--- src/design/text_console_with_scroll_unit_defines.svh ---
// ============================================================================
// Text console assertion macros
// Assertion wrappers shared by the console RTL; define ASSERT_OFF to drop them.
// ============================================================================
`ifndef TEXT_CONSOLE_WITH_SCROLL_UNIT_DEFINES_SVH
`define TEXT_CONSOLE_WITH_SCROLL_UNIT_DEFINES_SVH

`ifndef ASSERT_OFF
`define TCSU_ASSERT(lbl, prop, msg) \
    lbl: assert property (@(posedge i_clk) disable iff (!i_rst_n) prop) else $error(msg);
`define TCSU_ASSERT_ALWAYS(lbl, prop, msg) \
    lbl: assert property (@(posedge i_clk) prop) else $error(msg);
`else
`define TCSU_ASSERT(lbl, prop, msg)
`define TCSU_ASSERT_ALWAYS(lbl, prop, msg)
`endif

`endif

--- src/design/tcsu_ram.sv ---
// ============================================================================
// Generic simple dual-port RAM
// One write port and one read port with registered read data.
// ============================================================================
module tcsu_ram #(
    parameter int WIDTH = 8,
    parameter int DEPTH = 256
) (
    input  logic                     i_clk,
    input  logic                     i_we,
    input  logic [$clog2(DEPTH)-1:0] i_waddr,
    input  logic [WIDTH-1:0]         i_wdata,
    input  logic [$clog2(DEPTH)-1:0] i_raddr,
    output logic [WIDTH-1:0]         o_rdata
);

    logic [WIDTH-1:0] r_mem [DEPTH];
    logic [WIDTH-1:0] r_rdata;

    always_ff @(posedge i_clk) begin
        if (i_we) begin
            r_mem[i_waddr] <= i_wdata;
        end
        r_rdata <= r_mem[i_raddr];
    end

    assign o_rdata = r_rdata;

endmodule
--- config.mk ---
export PLATFORM = sky130hd
export DESIGN_NAME = tcsu_ram
export DESIGN_NICKNAME = d
export VERILOG_FILES = /design/src/design/text_console_with_scroll_unit_defines.svh /design/src/design/tcsu_ram.sv
export SDC_FILE = /design/constraint.sdc
export NUM_CORES = 2
export LEC_CHECK = 0
export ABC_CLOCK_PERIOD_IN_PS = 2200
export CAP_MARGIN = 0
export CORE_ASPECT_RATIO = 0.8
export CORE_MARGIN = 8
export CORE_UTILIZATION = 57
export CTS_BUF_LIST = sky130_fd_sc_hd__clkbuf_16
export DETAILED_ROUTE_END_ITERATION = 7
export DONT_BUFFER_PORTS = 1
export GPL_TIMING_DRIVEN = 1
export HOLD_SLACK_MARGIN = 0.02
export PLACE_DENSITY = 0.86
export SYNTH_ARGS = -nofsm -noshare
export SYNTH_HDL_FRONTEND = slang
export SYNTH_SLANG_ARGS = --single-unit
export TNS_END_PERCENT = 10
--- constraint.sdc ---
create_clock -name i_clk -period 2.2 [get_ports i_clk]
set_input_delay 0.33 -clock i_clk [delete_from_list [all_inputs] [get_ports i_clk]]
set_output_delay 0.33 -clock i_clk [all_outputs]
set_load 0.01 [all_outputs]
; ---- Word-level counts from Yosys, hierarchy flattened
; Memory sizes are Yosys's and may differ from the RTL's. A register that Yosys moved wholly into a read port is not among the register bits.
; Cells that the tools add are included.
[classes]
mux = 2
[op_table]
columns = cell, n
row1 = 2-to-1 mux 1 bit, 2
[totals]
ff_bits = 0
mem_bits_rw = 2048
in_bits = 26
elab_cells = 3
mem_count = 1
[memory_table]
columns = memory, depth, width, read_ports, rd_clocked_by_memory_dff, write_ports, line_no
row1 = r_mem, 256, 8, 1, 1, 1, tcsu_ram.sv:17  ; logic [WIDTH-1:0] r_mem [DEPTH];

; ---- Longest topological paths before layout
[logic_depth]
depth_word = 2
mapped_depth = 11
depth_no_buf = 6

; ---- Worst setup path before layout
; No wires, ideal clock.
[synth_timing]
kind = input to register
start = in i_raddr[0]
end = reg r_rdata[2], in the netlist o_rdata[2], read port of r_mem
t_arrival_ps = 2137
required_ps = 2069
path_slack_ps = -68
path_stages = 9
n_path_buf = 4
path_cell_list = buf_6 -> buf_12 -> buf_8 -> buf_2 -> mux4_2 -> a22oi_1 -> a21oi_1 -> nor4_1 -> nor4_2
[synth_rtl]
columns = item, line_no
row1 = "start, declared", tcsu_ram.sv:13  ; input logic [$clog2(DEPTH)-1:0] i_raddr,
row2 = "end, declared", tcsu_ram.sv:18  ; logic [WIDTH-1:0] r_rdata;

==> impl_metrics.tcl <==
set metrics [dict create \
    critPathArrivalTime_ns 3.23 \
    power_frac_seq 0.564 \
    yosys_most_used_dff "sky130_fd_sc_hd__edfxtp_1" \
    main_combinational_cell_family_by_area_after_synthesis "multiplexers" \
    clock_skew_ns 0.04373 \
    dr_total_vias 43790 \
    io_pins 34 \
    max_slew_margin 0.1546 \
    cts_max_path_buffers 3 \
    path_class "input port to flop" \
    synth_compound_gate_area_share 0.03419 \
    final_estimated_routing_congestion_in_global_placement 0.8463 \
    sw_frac_of_total 0.2098 \
    grt_pass1_wl_mm 305.6 \
    slowest_delay_ns 0.55 \
    synth.yosys.seq_area_share 0.7750 \
    post_synth_inst_count 3733 \
    route.antenna.remaining_nets 0 \
    clk_root_buffer_cell "sky130_fd_sc_hd__clkbuf_16" \
    h-tree-depth 4 \
    yosys.area_share.adder 0 \
    clkLatencyLatePin_ns 0.83 \
    crit_chain "or2b_1 -> buf_12 -> buf_4 -> o221ai_1 -> a21oi_1 -> o32ai_2 -> nor3_2 -> nor4_1" \
    vias_per_cell 7.085 \
    power.static_leakage_nw 28.96 \
    synthDominantCellAreaShare 0.7730 \
    core_sq_um 138500 \
    internal_power_mw 60.63 \
    cts.clk_slew.worst_paths_ns 0.07 \
    netSwitchingPower_mw 16.09 \
    worst-slew-pin-transition_ns 1.268 \
    number_of_flops_mapped_to_enable_cells_by_yosys 2048 \
    synth.top_cells.by_area "sky130_fd_sc_hd__edfxtp_1 (77%), sky130_fd_sc_hd__mux4_2 (13%), sky130_fd_sc_hd__mux2i_1 (1.7%)" \
    ys_top_cells_by_count "sky130_fd_sc_hd__edfxtp_1 (2048), sky130_fd_sc_hd__mux4_2 (454), sky130_fd_sc_hd__nor2_1 (282), sky130_fd_sc_hd__mux2i_1 (134), sky130_fd_sc_hd__a22oi_1 (133)" \
    crit_required_ns 2.93 \
    synth.net_count 3759 \
    cts.sinks 2056 \
    worstSetupEndpointType "flop" \
    cts_setup_buffers 0 \
    powerDensity_nw_per_um2 846.8 \
    timing_max_transition_violations_final 0 \
    grt_max_degree 579 \
    groute.usage.overall 0.2783 \
    synthXorXnorAreaFrac 0 \
    critical_path.max_fanout 446 \
    synthToLayoutAreaGrowth_pct 13.88 \
    area_leader_netlist "sky130_fd_sc_hd__edfxtp_1" \
    number_of_global_route_vias_before_repair 43760 \
    p_total_mw 76.72 \
    number_of_different_library_cells_in_the_post_synthesis_netlist 55 \
    finalWirelength_mm 220.8 \
    setup-violations-final 8 \
    crit_slowest_cell "sky130_fd_sc_hd__or2b_1" \
    hold_viol 1078 \
    die_h_um 350.2 \
    number_of_buffers_created_by_cts 180 \
    post-route-drc-count 0 \
    start_util 0.5746 \
    finalCritPeriodShare 1.135 \
    cts_tree "built" \
    drive_gt1_frac 0.2876 \
    port-buffer-count 0 \
    synth_mux_area_frac 0.1462 \
    initial_antenna_violation_count 4 \
    timing.setup.tns_ns -1.323 \
    postSynth.asyncResetShare 0 \
    p_comb_frac 0.043 \
    worst_ir_drop_on_vdd_mv 0.6644 \
    first_iteration_detailed_routing_drc_count 7395 \
    ys.warnings.count 0 \
    nNetsFinal 4203 \
    min-delay-path-class "input port to flop" \
    start_kind "input port" \
    routedWlPerCell_um 35.72 \
    cap_violations 0 \
    rsz0062_at_grt "true" \
    reg2reg_setup_slack_ns -0.15 \
    clockPowerShare 0.393 \
    die_w_um 433.7 \
    final_critical_path_setup_slack_ns -0.2973 \
    period_minus_slack_ns 2.497 \
    violated_checks "hold timing, setup timing" \
    yosys_register_bits 2056 \
    status "finished, violations left" \
    syn_area_per_cell_sq_um 21.31 \
    synthesis.area_sq_um 79560 \
    grt.overflow.total 0 \
    fp.dieArea_sq_um 151900 \
    synth_simple_gate_area_share 0.02628 \
    synthMostInstantiatedCell "sky130_fd_sc_hd__edfxtp_1" \
    achievable-frequency_mhz 400.4 \
    drt_pass1_iterations 8 \
    core.rowCount 122 \
    post-dp-hpwl_mm 111.3 \
    timing.hold.ws_ns -0.3742 \
]
[logic make-up (layout without fill, tap and decap cells)]
kind of cell    after synthesis  after routing
flops                      2056           2056
mux                         591            591
simple gates                466            466
compound gates              385            385
buf+inv                     235            817
other cells                   0              5
[flip-flops by register name, summed over array words and instances (netlist names)]
name     cells
o_rdata      8
r_mem     2048
[routing by layer]
metal  vias to the layer above  part of all wire  track usage
li1                      16560                 -            -
met1                     22170              0.32       0.3578
met2                      4309              0.47       0.4331
met3                       750              0.15      0.08614
met4                         2             0.058       0.1429
met5                         -          0.000072            0
[metrics by stage]
stage / instance area (sq um) / std cells / worst slack [ns] / hold slack, ns / utilization
finish: 90600 / 6180 / -0.2973 / -0.3742 / 0.6544
global route: 90590 / 6175 / -0.1595 / -0.3932 / 0.6543
CTS: 90120 / 6161 / -0.02544 / -0.4074 / 0.6509
detailed placement: 84330 / 5831 / -1.002 / 0.4657 / 0.6091
global placement: 84330 / 5831 / -1.217 / 0.4644 / 0.6091
floorplan: 79620 / 3733 / -0.007322 / 0.4289 / -
[layout by cell type (no fill, tap or decap), drive strengths merged, types with 5 or more instances in the layout]
| master | count |
|---|---|
| a2111oi | 5 |
| o22ai | 28 |
| a22o | 8 |
| clkinvlp | 5 |
| a21oi | 96 |
| a211oi | 16 |
| nand2 | 33 |
| dfxtp | 8 |
| clkinv | 63 |
| o22a | 5 |
| a22oi | 133 |
| o211ai | 10 |
| clkbuf | 192 |
| mux4 | 456 |
| nand2b | 8 |
| nor2 | 282 |
| o32ai | 5 |
| a221oi | 14 |
| edfxtp | 2048 |
| nor3 | 22 |
| nand3 | 34 |
| o21ai | 12 |
| buf | 477 |
| nand4 | 10 |
| nor4 | 27 |
| bufinv | 7 |
| mux2i | 134 |
| o221ai | 47 |
| nor2b | 31 |
| dlygate4sd3 | 10 |
| and2 | 6 |
| inv | 63 |
| diode | 5 |
[power groups by stage]
stage | Clock [mW] | Combinational [mW] | Sequential, mW
after global routing | 31.6 | 3.35 | 43.3
final | 30.1 | 3.31 | 43.3
after detailed placement | 0 | 2.52 | 44.1
after floorplan | 0 | 2.11 | 44.1
after global placement | 0 | 2.47 | 44.1
after CTS | 30.2 | 2.71 | 43.3
[path summary, 6_finish.rpt]
kind                      start      endpoint  depth (start not counted)
setup / recovery     i_raddr[1]    o_rdata[3]                          8
hold reg to reg    r_mem[62][3]    o_rdata[3]                          6
hold / removal       i_wdata[7]  r_mem[56][7]                          0
setup reg to reg  r_mem[131][4]    o_rdata[4]                          7
[worst max-delay path, delay by kind of cell]
kind / cells / cell delay [ns]
simple gates: 3 / 0.95
buf+inv: 2 / 0.36
compound gates: 3 / 1.07
[area by class of cell]
type | count | area [sq um]
timing repair buffer | 495 | 4309
clock inverter | 136 | 843.3
sequential | 2056 | 61660
clock buffer | 184 | 4604
fill | 8073 | 47850
tap | 1860 | 2327
antenna | 5 | 12.51
multi-input combinational | 1442 | 16840
inverter | 2 | 7.507
[what timing repair did]
action / in CTS / in global routing
pin swaps: 13 / 6
setup endpoints to repair: 8 / 8
hold buffers: 10 / 2
gates resized for setup: 50 / 19
hold endpoints to repair: 2103 / 1836
gates cloned: 0 / 8
No activity file was read; power rests on OpenSTA's default activity.
